`src/rtl/sdag_pkg.sv`:
```
// ----------------------------------------------------------------------------
// sdag_pkg
// Shared types and constants of the strided DMA address generator.
// ----------------------------------------------------------------------------
package sdag_pkg;

  localparam int LocalAddrBits = 12;
  localparam int MainAddrBits  = 24;
  localparam int LenWordBits   = 32;
  localparam int RowLenBits    = 13;
  localparam int RowCntBits    = 9;
  localparam int SkipBits      = 12;
  localparam int SwzBits       = 3;
  localparam int QueueDepth    = 2;
  localparam int QueuePtrBits  = 1;
  localparam int QueueCntBits  = 2;

  typedef enum logic {
    ACT_START = 1'b0,
    ACT_STEP  = 1'b1
  } action_e;

  // Decoded command handed from the front to the back.
  typedef struct packed {
    action_e                  action;
    logic                     bank;
    logic                     dir;
    logic [LocalAddrBits-1:0] local_ptr;
    logic [MainAddrBits-1:0]  main_ptr;
    logic [RowLenBits-1:0]    row_length;
    logic [RowCntBits-1:0]    rows;
    logic [SkipBits-1:0]      skip;
  } cmd_t;

  // Push side of the command queue.
  typedef struct packed {
    logic valid;
    cmd_t cmd;
  } push_t;

endpackage

```
`src/rtl/sdag_front.sv`:
```
// ----------------------------------------------------------------------------
// sdag_front
// Accepts input transfers and decodes them into start or step commands.
// ----------------------------------------------------------------------------
module sdag_front import sdag_pkg::*; (
  input  logic                     in_valid_i,
  input  logic                     action_i,
  input  logic [12:0]              local_address_i,
  input  logic [MainAddrBits-1:0]  main_address_i,
  input  logic [LenWordBits-1:0]   length_word_i,
  input  logic                     to_main_i,
  input  logic                     push_ready_i,
  output logic                     in_stall_o,
  output push_t                    push_o
);

  logic [11:0] len_field;

  assign len_field = length_word_i[11:0] | 12'h007;

  always_comb begin
    push_o.valid          = in_valid_i;
    push_o.cmd.action     = action_e'(action_i);
    push_o.cmd.bank       = local_address_i[12];
    push_o.cmd.dir        = to_main_i;
    push_o.cmd.local_ptr  = local_address_i[LocalAddrBits-1:0];
    push_o.cmd.main_ptr   = main_address_i;
    // length rounded up to a multiple of 8 bytes, stored as the byte count
    push_o.cmd.row_length = {1'b0, len_field} + RowLenBits'(1);
    push_o.cmd.rows       = {1'b0, length_word_i[19:12]} + RowCntBits'(1);
    push_o.cmd.skip       = length_word_i[31:20];
  end

  assign in_stall_o = !push_ready_i;

endmodule

```
`src/rtl/sdag_queue.sv`:
```
// ----------------------------------------------------------------------------
// sdag_queue
// Two-entry command queue between the front and the back.
// ----------------------------------------------------------------------------
module sdag_queue import sdag_pkg::*; (
  input  logic  clk_i,
  input  logic  rst_ni,
  input  push_t push_i,
  output logic  push_ready_o,
  output logic  pop_valid_o,
  output cmd_t  pop_cmd_o,
  input  logic  pop_i
);

  cmd_t                    mem_q [QueueDepth];
  logic [QueuePtrBits-1:0] wr_ptr_q, wr_ptr_d;
  logic [QueuePtrBits-1:0] rd_ptr_q, rd_ptr_d;
  logic [QueueCntBits-1:0] count_q, count_d;
  logic                    do_push, do_pop;

  // ready comes from the count only, so a full queue refuses a push even while it pops
  assign push_ready_o = (count_q != QueueCntBits'(QueueDepth));
  assign pop_valid_o  = (count_q != '0);
  assign pop_cmd_o    = mem_q[rd_ptr_q];
  assign do_push      = push_i.valid && push_ready_o;
  assign do_pop       = pop_i && pop_valid_o;

  always_comb begin
    wr_ptr_d = do_push ? wr_ptr_q + QueuePtrBits'(1) : wr_ptr_q;
    rd_ptr_d = do_pop  ? rd_ptr_q + QueuePtrBits'(1) : rd_ptr_q;
    count_d  = count_q;
    case ({do_push, do_pop})
      2'b10:   count_d = count_q + QueueCntBits'(1);
      2'b01:   count_d = count_q - QueueCntBits'(1);
      default: count_d = count_q;
    endcase
  end

  always_ff @(posedge clk_i or negedge rst_ni) begin
    if (!rst_ni) begin
      wr_ptr_q <= '0;
      rd_ptr_q <= '0;
      count_q  <= '0;
    end else begin
      wr_ptr_q <= wr_ptr_d;
      rd_ptr_q <= rd_ptr_d;
      count_q  <= count_d;
    end
  end

  always_ff @(posedge clk_i) begin
    if (do_push) begin
      mem_q[wr_ptr_q] <= push_i.cmd;
    end
  end

endmodule

```
`src/rtl/sdag_back.sv`:
```
// ----------------------------------------------------------------------------
// sdag_back
// Transfer state and address stepping, with the registered result stage.
// ----------------------------------------------------------------------------
module sdag_back import sdag_pkg::*; (
  input  logic                     clk_i,
  input  logic                     rst_ni,
  input  logic                     cfg_valid_i,
  input  logic [SwzBits-1:0]       cfg_data_i,
  input  logic                     cmd_valid_i,
  input  cmd_t                     cmd_i,
  output logic                     cmd_pop_o,
  output logic                     out_valid_o,
  input  logic                     out_stall_i,
  output logic                     bank_select_o,
  output logic [LocalAddrBits-1:0] local_byte_o,
  output logic [MainAddrBits-1:0]  main_byte_o,
  output logic                     toward_main_o,
  output logic                     final_move_o
);

  logic [SwzBits-1:0]       swz_q;
  logic                     active_q, active_d;
  logic [LocalAddrBits-1:0] local_q, local_d;
  logic [MainAddrBits-1:0]  main_q, main_d;
  logic                     bank_q, bank_d;
  logic                     dir_q, dir_d;
  logic [RowLenBits-1:0]    row_len_q, row_len_d;
  logic [RowLenBits-1:0]    byte_q, byte_d;
  logic [RowCntBits-1:0]    rows_q, rows_d;
  logic [SkipBits-1:0]      skip_q, skip_d;

  logic                     out_valid_q, out_valid_d;
  logic                     o_bank_q, o_dir_q, o_final_q;
  logic [LocalAddrBits-1:0] o_local_q;
  logic [MainAddrBits-1:0]  o_main_q;

  logic out_free, take, emit, last_in_row, last;
  logic [RowLenBits-1:0]    rows_dec_unused;
  logic [RowCntBits-1:0]    rows_dec;
  logic [MainAddrBits-1:0]  skip_add;

  assign out_free    = !out_valid_q || !out_stall_i;
  // starts never produce a result, so they go regardless of the output stage
  assign take        = cmd_valid_i && ((cmd_i.action == ACT_START) || out_free);
  assign cmd_pop_o   = take;
  assign emit        = take && (cmd_i.action == ACT_STEP) && active_q;
  assign last_in_row = ({1'b0, byte_q} + (RowLenBits+1)'(1)) == {1'b0, row_len_q};
  assign last        = last_in_row && (rows_q == RowCntBits'(1));
  assign rows_dec    = rows_q - RowCntBits'(1);
  assign skip_add    = last_in_row ? MainAddrBits'(skip_q) : '0;
  assign rows_dec_unused = '0;

  always_comb begin
    active_d  = active_q;
    local_d   = local_q;
    main_d    = main_q;
    bank_d    = bank_q;
    dir_d     = dir_q;
    row_len_d = row_len_q;
    byte_d    = byte_q;
    rows_d    = rows_q;
    skip_d    = skip_q;
    if (take) begin
      case (cmd_i.action)
        ACT_START: begin
          active_d  = 1'b1;
          local_d   = cmd_i.local_ptr;
          main_d    = cmd_i.main_ptr;
          bank_d    = cmd_i.bank;
          dir_d     = cmd_i.dir;
          row_len_d = cmd_i.row_length;
          byte_d    = '0;
          rows_d    = cmd_i.rows;
          skip_d    = cmd_i.skip;
        end
        default: begin
          if (active_q) begin
            local_d = local_q + LocalAddrBits'(1);
            main_d  = main_q + MainAddrBits'(1) + skip_add;
            byte_d  = byte_q + RowLenBits'(1) + rows_dec_unused;
            if (last_in_row) begin
              byte_d = '0;
              rows_d = rows_dec;
              if (rows_dec == '0) begin
                active_d = 1'b0;
              end
            end
          end
        end
      endcase
    end
  end

  assign out_valid_d = out_free ? emit : out_valid_q;

  always_ff @(posedge clk_i or negedge rst_ni) begin
    if (!rst_ni) begin
      swz_q       <= '0;
      active_q    <= 1'b0;
      local_q     <= '0;
      main_q      <= '0;
      bank_q      <= 1'b0;
      dir_q       <= 1'b0;
      row_len_q   <= '0;
      byte_q      <= '0;
      rows_q      <= '0;
      skip_q      <= '0;
      out_valid_q <= 1'b0;
    end else begin
      if (cfg_valid_i) begin
        swz_q <= cfg_data_i;
      end
      active_q    <= active_d;
      local_q     <= local_d;
      main_q      <= main_d;
      bank_q      <= bank_d;
      dir_q       <= dir_d;
      row_len_q   <= row_len_d;
      byte_q      <= byte_d;
      rows_q      <= rows_d;
      skip_q      <= skip_d;
      out_valid_q <= out_valid_d;
    end
  end

  always_ff @(posedge clk_i) begin
    if (out_free && emit) begin
      o_bank_q  <= bank_q;
      o_dir_q   <= dir_q;
      o_final_q <= last;
      o_local_q <= local_q ^ LocalAddrBits'(swz_q);
      o_main_q  <= main_q ^ MainAddrBits'(swz_q);
    end
  end

  assign out_valid_o   = out_valid_q;
  assign bank_select_o = o_bank_q;
  assign local_byte_o  = o_local_q;
  assign main_byte_o   = o_main_q;
  assign toward_main_o = o_dir_q;
  assign final_move_o  = o_final_q;

endmodule

```
`src/rtl/strided_dma_address_generator.sv`:
```
// ----------------------------------------------------------------------------
// strided_dma_address_generator
// Strided 2D DMA address generator: one byte-move address pair per step.
// ----------------------------------------------------------------------------
// A start transfer (action 0) loads a new 2D job and yields no result; each
// step transfer (action 1) then yields one swizzled local/main byte address
// pair, with final_move set on the last byte of the job. Steps while idle
// are dropped, and a start during a job replaces it. The block sustains one
// transfer per cycle: the front decodes into a two-entry command queue, the
// back advances the pointers once per step and holds its result in an
// output register, so a stalled output blocks only steps, and the input
// stalls once the queue is full. byte_swizzle is written through the
// config channel, which is always ready; write it only while no job is in
// flight.
module strided_dma_address_generator import sdag_pkg::*; (
  input  logic                     clk_i,
  input  logic                     rst_ni,
  // config channel
  input  logic                     cfg_valid_i,
  output logic                     cfg_ready_o,
  input  logic [SwzBits-1:0]       cfg_data_i,
  // input channel
  input  logic                     in_valid_i,
  output logic                     in_stall_o,
  input  logic                     action_i,
  input  logic [12:0]              local_address_i,
  input  logic [MainAddrBits-1:0]  main_address_i,
  input  logic [LenWordBits-1:0]   length_word_i,
  input  logic                     to_main_i,
  // result channel
  output logic                     out_valid_o,
  input  logic                     out_stall_i,
  output logic                     bank_select_o,
  output logic [LocalAddrBits-1:0] local_byte_o,
  output logic [MainAddrBits-1:0]  main_byte_o,
  output logic                     toward_main_o,
  output logic                     final_move_o
);

  push_t push;
  logic  push_ready;
  logic  q_valid;
  cmd_t  q_cmd;
  logic  q_pop;

  // the swizzle register sits in the back; writes never stall
  assign cfg_ready_o = 1'b1;

  sdag_front u_front (
    .in_valid_i      (in_valid_i),
    .action_i        (action_i),
    .local_address_i (local_address_i),
    .main_address_i  (main_address_i),
    .length_word_i   (length_word_i),
    .to_main_i       (to_main_i),
    .push_ready_i    (push_ready),
    .in_stall_o      (in_stall_o),
    .push_o          (push)
  );

  sdag_queue u_queue (
    .clk_i        (clk_i),
    .rst_ni       (rst_ni),
    .push_i       (push),
    .push_ready_o (push_ready),
    .pop_valid_o  (q_valid),
    .pop_cmd_o    (q_cmd),
    .pop_i        (q_pop)
  );

  sdag_back u_back (
    .clk_i         (clk_i),
    .rst_ni        (rst_ni),
    .cfg_valid_i   (cfg_valid_i && cfg_ready_o),
    .cfg_data_i    (cfg_data_i),
    .cmd_valid_i   (q_valid),
    .cmd_i         (q_cmd),
    .cmd_pop_o     (q_pop),
    .out_valid_o   (out_valid_o),
    .out_stall_i   (out_stall_i),
    .bank_select_o (bank_select_o),
    .local_byte_o  (local_byte_o),
    .main_byte_o   (main_byte_o),
    .toward_main_o (toward_main_o),
    .final_move_o  (final_move_o)
  );

endmodule

```
`config.mk`:
```
export PLATFORM = sky130hd
export DESIGN_NAME = strided_dma_address_generator
export DESIGN_NICKNAME = d
export VERILOG_FILES = /design/src/rtl/sdag_pkg.sv /design/src/rtl/sdag_front.sv /design/src/rtl/sdag_queue.sv /design/src/rtl/sdag_back.sv /design/src/rtl/strided_dma_address_generator.sv
export SDC_FILE = /design/constraint.sdc
export NUM_CORES = 1
export LEC_CHECK = 0
export BUFFER_PORTS_ARGS = -buffer_cell sky130_fd_sc_hd__clkbuf_2
export CORE_MARGIN = 3
export CORE_UTILIZATION = 58
export DETAILED_ROUTE_END_ITERATION = 7
export HOLD_SLACK_MARGIN = 0.15
export PLACE_DENSITY_LB_ADDON = 0.12
export SLEW_MARGIN = 0
export SYNTH_ARGS = -nofsm -noshare
export SYNTH_HDL_FRONTEND = slang
export SYNTH_SLANG_ARGS = --single-unit
```
`constraint.sdc`:
```
create_clock -name clk_i -period 11.7 [get_ports clk_i]
set_input_delay 1.755 -clock clk_i [delete_from_list [all_inputs] [get_ports clk_i]]
set_output_delay 1.755 -clock clk_i [all_outputs]
set_load 0.05 [all_outputs]
```
# ---- After elaboration in Yosys (flattened, before gate mapping)
# Memories as Yosys holds them, arrays and structs flattened.
# Cells that the tools add are included.
# Widths: inputs -> output; s select.
dict set report word_totals {
  ff_bits 133
  output_inout_bits 42
  memories 1
  mem_bits_rw 146
  word_cells 78
}
# memory depth width rd rd_clocked_by_memory_dff write_ports line_no
set memory_table {}
lappend memory_table {u_queue.mem_q 2 73 1 0 1 sdag_queue.sv:15} ;# cmd_t mem_q [QueueDepth];
dict set report op_classes {
  mux 18
  bitwise 3
  addsub 12
  reduce_logical 18
  eq_ne 7
}
# op count
set ops {}
lappend ops {{$mux 24} 2}
lappend ops {{$mux 13} 3}
lappend ops {{$mux 12} 3}
lappend ops {{$mux 9} 3}
lappend ops {{$add 24x1->24 const B} 1}
lappend ops {{$add 24x24->24} 1}
lappend ops {{$xor 24x3->24} 1}
lappend ops {{$add 13x1->14 const B} 1}
lappend ops {{$eq 14x13->1} 1}
lappend ops {{$add 12x1->13 const B} 1}
lappend ops {{$add 13x1->13 const B} 1}
lappend ops {{$add 12x1->12 const B} 1}
lappend ops {{$xor 12x3->12} 1}
lappend ops {{$add 8x1->9 const B} 1}
lappend ops {{$eq 9x1->1 const B} 1}
lappend ops {{$logic_not 9->1} 1}
lappend ops {{$sub 9x1->9 const B} 1}
lappend ops {{$logic_and 1x1->1} 7}
lappend ops {{$mux 1} 6}
lappend ops {{$ne 2x2->1 const B} 3}
lappend ops {{$pmux 2 s2} 1}
lappend ops {{$reduce_and 2->1} 2}
lappend ops {{$reduce_bool 2->1} 2}
lappend ops {{$logic_not 1->1} 3}
lappend ops {{8 further kinds} 10}

# ---- Depth between registers and ports, before layout
# Gate-level depths: netlist of the first run.
dict set report depth {
  ltp_word 7
  mapped_depth 19
  mapped_depth_nobuf 17
}

# ---- Modules after synthesis
# A second synthesis of the first run with hierarchy kept.
dict set report unflattened {
  cells_unflattened 1054
  area_unflattened_um2 13206.4
}
# mod area_each_um2 cells_per_inst instances seq_area_each_um2
set modules_own_cells {}
lappend modules_own_cells {sdag_back 6796.5 714 1 3423.3}
lappend modules_own_cells {sdag_queue 5710.5 244 1 4484.3}
lappend modules_own_cells {sdag_front 688.2 94 1 0.0}
lappend modules_own_cells {strided_dma_address_generator 11.3 2 1 0.0}

# ---- Worst setup path after synthesis of the first run
# No wires, ideal clock.
dict set report synth_timing {
  path_kind {input port to flip-flop}
  startpoint {input port in_valid_i}
  endpoint {memory u_queue.mem_q[0][0] (netlist bit) (enable)}
  arrival_time_ns 4.772
  setup_slack_ns 6.429
  path_buffers 0
  stages 2
  setup_ns 0.498
  cell_sequence {nand2_1 -> nor2_1}
}
dict set report synth_via {
  elab_chain_cells 3
}
# element line_no
set synth_lines {}
lappend synth_lines {{from (decl)} strided_dma_address_generator.sv:23} ;# input logic in_valid_i,
lappend synth_lines {{$logic_and 1x1->1} sdag_queue.sv:25} ;# assign do_push = push_i.valid && push_ready_o;
lappend synth_lines {{$mux 1} sdag_queue.sv:52} ;# if (do_push) begin
lappend synth_lines {{$mux 1 (implied by the code)} sdag_queue.sv:53} ;# mem_q[wr_ptr_q] <= push_i.cmd;
lappend synth_lines {{to (decl)} sdag_queue.sv:15}
# Every way passes these cells.

# ---- Worst setup path after layout of the first run
dict set report layout_timing {
  startpoint {register u_back.byte_q[0]}
  endpoint {register u_back.main_q[21]}
}
dict set report layout_via {
  elab_chain_cells 6
}
# element line_no
set layout_lines {}
lappend layout_lines {{from (decl)} sdag_back.sv:29} ;# logic [RowLenBits-1:0] byte_q, byte_d;
lappend layout_lines {{from (signal assigned)} sdag_back.sv:120} ;# byte_q <= byte_d;
lappend layout_lines {{$add 13x1->14} sdag_back.sv:48} ;# assign last_in_row = ({1'b0, byte_q} + (RowLenBits+1)'(1)) == {1'b0, row_len_q};
lappend layout_lines {{$eq 14x13->1} sdag_back.sv:48}
lappend layout_lines {{$mux 12} sdag_back.sv:51} ;# assign skip_add = last_in_row ? MainAddrBits'(skip_q) : '0;
lappend layout_lines {{$add 24x24->24} sdag_back.sv:80} ;# main_d = main_q + MainAddrBits'(1) + skip_add;
lappend layout_lines {{$mux 24} sdag_back.sv:78} ;# if (active_q) begin
lappend layout_lines {{$mux 24} sdag_back.sv:65} ;# case (cmd_i.action)
lappend layout_lines {{to (signal assigned)} sdag_back.sv:116} ;# main_q <= main_d;
lappend layout_lines {{to (decl)} sdag_back.sv:25} ;# logic [MainAddrBits-1:0] main_q, main_d;
# Every way passes these cells. The select of a mux whose other input is x is not followed.
# A chain may end at the register's enable or synchronous reset.

==> results.json, run 1 <==
{
  "routed_wl_um": 24500,
  "dominantRegCellSynth": "edfxtp_1",
  "cp.required_ns": 12.14,
  "cts_hold_buf": 0,
  "hold_path_class": "register to register",
  "area_growth_pct": 15.2,
  "rsz0062_at_grt": "no",
  "fp-row-count": 51,
  "drt_iter0_drc": 598,
  "num_antenna_cells": 0,
  "drt-vias-per-instance": 5.85,
  "dieArea_mm2": 0.0224,
  "grt_use_total": 0.221,
  "root_buffer": "clkbuf_16",
  "synth_cells": 938,
  "numCtsBuffers": 28,
  "layout-drive-gt1-share": 0.191,
  "first_pass_iters": 6,
  "wl_per_cell_um": 18.4,
  "p_leak_nw": 5.41,
  "status": "completed",
  "crit_arrival_ns": 5.95,
  "first_global_vias": 7636,
  "overflow": 0,
  "cts.sinks": 270,
  "synth_area_leaders": "edfxtp_1, dfrtp_1, mux2i_1",
  "finalWorstPathRequiredPeriod_ns": 5.51,
  "synthesis.area_mm2": 0.0120,
  "ys_seq_area_frac": 0.638,
  "ys_async_sr_fraction": 0.337,
  "synth_edf_count": 179,
  "combPwrFrac": 0.348,
  "dp_hpwl_um": 15800,
  "powerDensity_mw_per_mm2": 283,
  "max_freq_mhz": 182,
  "multiInputGateArea_mm2": 0.00414,
  "finalHoldViolCount": 0,
  "fin_crit_sh": 0.471,
  "worst_slew_pin_slew_ns": 1.05,
  "remaining_drc_errors": 0,
  "antenna_found_initial": 1,
  "slew_headroom": 0.299,
  "die_x_um": 150,
  "cts_resized": 0,
  "clock_power_share": 0.235,
  "port_buffers": 116,
  "max_cap_violations": 0,
  "seqCellArea_mm2": 0.00766,
  "fp.coreArea_mm2": 0.0199,
  "fin_nets": 1149,
  "synthTopCellsByCount": "edfxtp_1, dfrtp_1, a21oi_1",
  "initial_core_util": 0.602,
  "yosys_register_bits": 270,
  "setup_viol": 0,
  "die_y_um": 150,
  "clk_pin_slew_ns": 0.06,
  "vias": 7809,
  "finalSetupTns_ns": 0,
  "grt_max_degree": 76,
  "synth_top_area_frac": 0.448,
  "worst-path-max-fanout": 15,
  "yosys.area.top_type": "edfxtp_1",
  "cts_tree": "built",
  "syn_avg_cell_area_um2": 12.8,
  "clock_skew_ns": 0.0124,
  "ant_nets": 0,
  "p_int_mw": 2.41,
  "p_sw_frac": 0.384,
  "gp_congestion": 0.862,
  "ys_warn_count": 0,
  "synth.most_common_cell": "edfxtp_1",
  "ys_types": 70,
  "grt_pass1_wl_um": 39400,
  "peakVddDrop_v": 0.000188,
  "criticalPathCategory": "register to register",
  "clk_latency_ns": 0.53,
  "cts_setup_buffers": 0,
  "final_util": 0.694,
  "p_switching_mw": 1.50,
  "htree_levels": 1,
  "crit_path_start_kind": "register",
  "cts_max_path_buffers": 3,
  "syn_nets": 1039,
  "io_pins": 121,
  "seqPwrFrac": 0.417,
  "fill_cells": 1437,
  "end_kind": "register",
  "final_max_slew_viol_count": 0
}
[worst paths after layout]
kind	slack [ns]	start	to	depth (start not counted)
max reg2reg	6.19	u_back.byte_q[0]$_DFFE_PN0P_	u_back.main_q[21]$_DFFE_PN0P_	15
min in group asynchronous	1.07	rst_ni	u_back.main_q[19]$_DFFE_PN0P_	1
max	6.19	u_back.byte_q[0]$_DFFE_PN0P_	u_back.main_q[21]$_DFFE_PN0P_	15
max in group asynchronous	9.24	rst_ni	u_queue.rd_ptr_q$_DFFE_PN0P_	2
min reg2reg	0.45	u_back.bank_q$_DFFE_PN0P_	u_back.bank_select_o$_DFFE_PP_	0
min	0.45	u_back.bank_q$_DFFE_PN0P_	u_back.bank_select_o$_DFFE_PP_	0
[final cells by class]
| type | count | area share |
|---|---|---|
| inverter | 18 | 0.00489 |
| multi-input combinational | 605 | 0.300 |
| clock buffer | 36 | 0.0566 |
| clock inverter | 16 | 0.0136 |
| timing repair buffer | 125 | 0.0471 |
| sequential | 270 | 0.554 |
| tap | 265 | 0.0240 |
[layer usage]
layer,GRT usage,vias to the layer above,wire length (um)
li1,-,3741,-
met1,0.308,3812,10800
met2,0.370,213,12000
met3,0.0327,41,1180
met4,0.0595,2,585
met5,0,-,11
[cell families (layout without fill, tap and decap cells)]
family,count (synthesis),in the layout,share of synthesized area
buf+inv,63,195,0.0220
other cells,1,1,0.000313
xor+xnor,48,48,0.0351
simple gates,254,254,0.107
compound gates,207,207,0.112
fa+ha+maj,22,22,0.0236
flops,270,270,0.638
mux,73,73,0.0620
[state kept, by name, indices dropped and copies added (netlist names)]
register and flops:
u_back.byte_q 13, u_back.main_byte_o 24, u_back.bank_q 1, u_back.main_q 24
u_back.toward_main_o 1, u_queue.wr_ptr_q 1, u_back.skip_q 12, u_back.dir_q 1
u_queue.mem_q 140, u_queue.rd_ptr_q 1, u_back.rows_q 9, u_back.local_byte_o 12
u_queue.count_q 2, u_back.final_move_o 1, u_back.local_q 12, u_back.swz_q 3
u_back.bank_select_o 1, u_back.row_len_q 10, u_back.active_q 1, u_back.out_valid_o 1
[cell usage in the layout (no fill, tap or decap), drive strengths merged, types with 19 or more instances in the layout]
cell    count
edfxtp    179
dfrtp      91
o21ai      50
mux2i      63
nor3       20
nand3      38
clkbuf    151
ha         21
xor2       19
nor2       66
a21oi      74
nand2      57
xnor2      29
inv        19
[metrics by stage]
stage / setup slack, ns / cell area [um^2] / std cells / hold slack (ns) / power (mW)
after detailed placement: 6.31 / 12800 / 1283 / 0.436 / 3.02
after CTS: 6.24 / 13800 / 1335 / 0.452 / 3.94
after global placement: 6.36 / 12800 / 1283 / 0.431 / 2.98
final: 6.19 / 13800 / 1335 / 0.453 / 3.91
after floorplan: 6.43 / 12000 / 938 / 0.426 / 2.63
after global routing: 5.80 / 13800 / 1335 / 0.468 / 4.13
[power groups by stage]
stage	Sequential [mW]	Combinational (mW)	Clock, mW
floorplan	1.80	0.831	0
global placement	1.64	1.34	0
detailed placement	1.65	1.37	0
CTS	1.63	1.38	0.931
global route	1.67	1.49	0.976
finish	1.63	1.36	0.917
[critical path, stage by stage (launching register included)]
cell and delay, ns:
dfrtp_1 0.47, ha_1 0.33, nand4_1 0.22, nor3_1 0.41, xnor2_1 0.17, o2111ai_1 0.18, a2111oi_4 0.85, and2_1 0.24
ha_1 0.28, a2111o_1 0.46, o2111ai_1 0.23, nand2_1 0.16, a2111oi_2 0.58, nor2_1 0.31, and4_1 0.28, a211oi_1 0.23
Note: power is estimated with default switching activity, not from simulation.
==> run 2: changes to the inputs <==
CORE_UTILIZATION = 53   (was 58)
clock period = 4.45 ns   (was 11.7 ns; I/O delays follow)
==> results.json, run 2 (synthesis results as in run 1) <==
{
  "status": "completed",
  "crit_path_cell_trace": "buf_4 > nand3_4 > buf_4 > nor3_4 > nand2_2 > a2bb2oi_1 > a2111oi_4 > buf_6 > and2_4 > ha_4 > a2111o_1 > o2111ai_2 > nand2_2 > a2111oi_4 > buf_4 > nor2_1 > nor3_1 > a221oi_1",
  "powerDensity_mw_per_mm2": 735,
  "most-common-layout-cells": "edfxtp_1, clkbuf_2, dfrtp_1",
  "seqPwrFrac": 0.410,
  "critical-path-top-delay-family": "compound AO/OA/AOI/OAI gates",
  "gp_congestion": 0.899,
  "crit_path_end": "u_back.main_q[13]$_DFFE_PN0P_",
  "slowest_stage": "a2111oi_4",
  "die_y_um": 156,
  "grt_use_total": 0.214,
  "crit_path_start_kind": "register",
  "cts_tree": "built",
  "p_int_mw": 6.43,
  "first_pass_iters": 4,
  "hold_path_class": "input port to async pin",
  "crit_arrival_ns": 4.62,
  "fin_crit_sh": 0.958,
  "drt-vias-per-instance": 5.77,
  "dp_hpwl_um": 16600,
  "fp.coreArea_mm2": 0.0220,
  "slew_headroom": 0.139,
  "clk_latency_ns": 0.55,
  "fin_nets": 1179,
  "setup_viol": 0,
  "vias": 7962,
  "multiInputGateArea_mm2": 0.00432,
  "cts.sinks": 270,
  "layout-drive-gt1-share": 0.236,
  "max_stage_delay_ns": 0.48,
  "cp.required_ns": 4.81,
  "initial_core_util": 0.544,
  "crit_buf_inv": 4,
  "seqCellArea_mm2": 0.00766,
  "root_buffer": "clkbuf_16",
  "finalNonFillerCells": 1380,
  "regMostFlops": "u_queue.mem_q",
  "wl_per_cell_um": 18.9,
  "criticalPathCategory": "register to register",
  "clk_pin_slew_ns": 0.06,
  "finalSetupTns_ns": 0,
  "first_global_vias": 7898,
  "placedCellCount": 1318,
  "finalWorstPathRequiredPeriod_ns": 4.26,
  "port_buffers": 116,
  "worst_slew_pin_slew_ns": 1.29,
  "r2r_start": "u_back.byte_q[1]$_DFFE_PN0P_",
  "drt_iter0_drc": 505,
  "peakVddDrop_v": 0.000485,
  "r2r_cells": 18,
  "clock_skew_ns": 0.0140,
  "max_cap_violations": 0,
  "r2r-end": "u_back.main_q[13]$_DFFE_PN0P_",
  "max_freq_mhz": 234,
  "routed_wl_um": 26000,
  "grt_pass1_wl_um": 41800,
  "r2r_slack_ns": 0.19,
  "cts_max_path_buffers": 3,
  "final_util": 0.648,
  "io_pins": 121,
  "largest_register_ffs": 140,
  "crit_start": "u_back.byte_q[1]$_DFFE_PN0P_",
  "die_x_um": 156,
  "critPathMostFrequentCell": "buf_4",
  "overflow": 0,
  "clock_power_share": 0.235,
  "p_switching_mw": 4.05,
  "final_max_slew_viol_count": 0,
  "p_sw_frac": 0.387,
  "fill_cells": 1709,
  "htree_levels": 1,
  "critical_path_depth": 18,
  "ant_nets": 0,
  "num_antenna_cells": 0,
  "worst-path-max-fanout": 6,
  "dieArea_mm2": 0.0245,
  "remaining_drc_errors": 0,
  "antenna_found_initial": 2,
  "numCtsBuffers": 28,
  "combPwrFrac": 0.355,
  "finalHoldViolCount": 0,
  "area_growth_pct": 19.0,
  "final_common_cell": "edfxtp_1",
  "fp-row-count": 54,
  "p_leak_nw": 5.63,
  "grt_max_degree": 72,
  "end_kind": "register"
}
==> run 2: cell types whose count changed in the layout (fill, tap and decap cells not counted), moves of 3 or more <==
cell,delta
nand2_1,-3
nor2_1,-3
buf_4,+26
ha_4,+4
ha_1,-4
==> run 2: area by class of cell <==
cell class | instances | share of cell area
clock buffers | 37 | 0.0536
multi-input cells | 605 | 0.302
inverters | 18 | 0.00473
flip-flops and latches | 270 | 0.536
repair buffers | 155 | 0.0626
clock inverters | 15 | 0.0156
well taps | 280 | 0.0245
==> run 2: worst min-delay path by stage <==
| stage | startpoint | to | slack [ns] |
|---|---|---|---|
| after floorplan | rst_ni | u_back.active_q$_DFFE_PN0P_ | 0.37 |
| after global placement | u_back.dir_q$_DFFE_PN0P_ | u_back.toward_main_o$_DFFE_PP_ | 0.43 |
| after detailed placement | u_back.dir_q$_DFFE_PN0P_ | u_back.toward_main_o$_DFFE_PP_ | 0.44 |
| after CTS | main_address_i[2] | u_queue.mem_q[1][36]$_DFFE_PP_ | 0.28 |
| after global routing | main_address_i[11] | u_queue.mem_q[0][45]$_DFFE_PP_ | 0.28 |
| final | rst_ni | u_back.main_q[19]$_DFFE_PN0P_ | 0.29 |
==> run 2: power by group through the flow <==
stage / registers, mW / logic (mW) / clock network (mW)
2_1_floorplan: 4.74 / 2.19 / 0
3_3_place_gp: 4.30 / 3.62 / 0
3_5_place_dp: 4.32 / 3.69 / 0
4_1_cts: 4.29 / 3.70 / 2.50
5_1_grt: 4.40 / 4.09 / 2.61
6_report: 4.30 / 3.72 / 2.46
==> run 2: what timing repair did <==
item,4_1_cts,5_1_grt
gates resized for setup,5,32
endpoints found under the hold margin,0,0
pin swaps,3,17
buffers inserted,2,7
hold buffers,0,0
setup endpoints to repair,11,12
gates cloned,1,0
==> run 2: per-layer routing <==
metal,vias up,global-route usage,part of all wire
li1,3805,-,-
met1,3918,0.298,0.45
met2,191,0.348,0.48
met3,44,0.0398,0.049
met4,4,0.0654,0.028
met5,-,0,0.0012
==> run 2: worst register-to-register path: cells and delay by family, from the launching register on <==
family	cells	cell delay (ns)
flip-flops	1	0.40
adder cells (fa/ha/maj)	1	0.21
AO/OA/AOI/OAI	6	1.81
AND/OR/NAND/NOR	7	0.93
buffers and inverters	4	0.74
==> run 2: through the flow <==
| stage | power, mW | cell area (um^2) | hold slack (ns) | setup slack, ns |
|---|---|---|---|---|
| CTS | 10.5 | 14100 | 0.284 | 0.00793 |
| detailed placement | 8.01 | 13000 | 0.444 | -0.176 |
| floorplan | 6.92 | 12000 | 0.372 | 0.0208 |
| global placement | 7.92 | 13000 | 0.433 | -0.137 |
| global route | 11.1 | 14300 | 0.280 | -0.0333 |
| finish | 10.5 | 14300 | 0.295 | 0.185 |
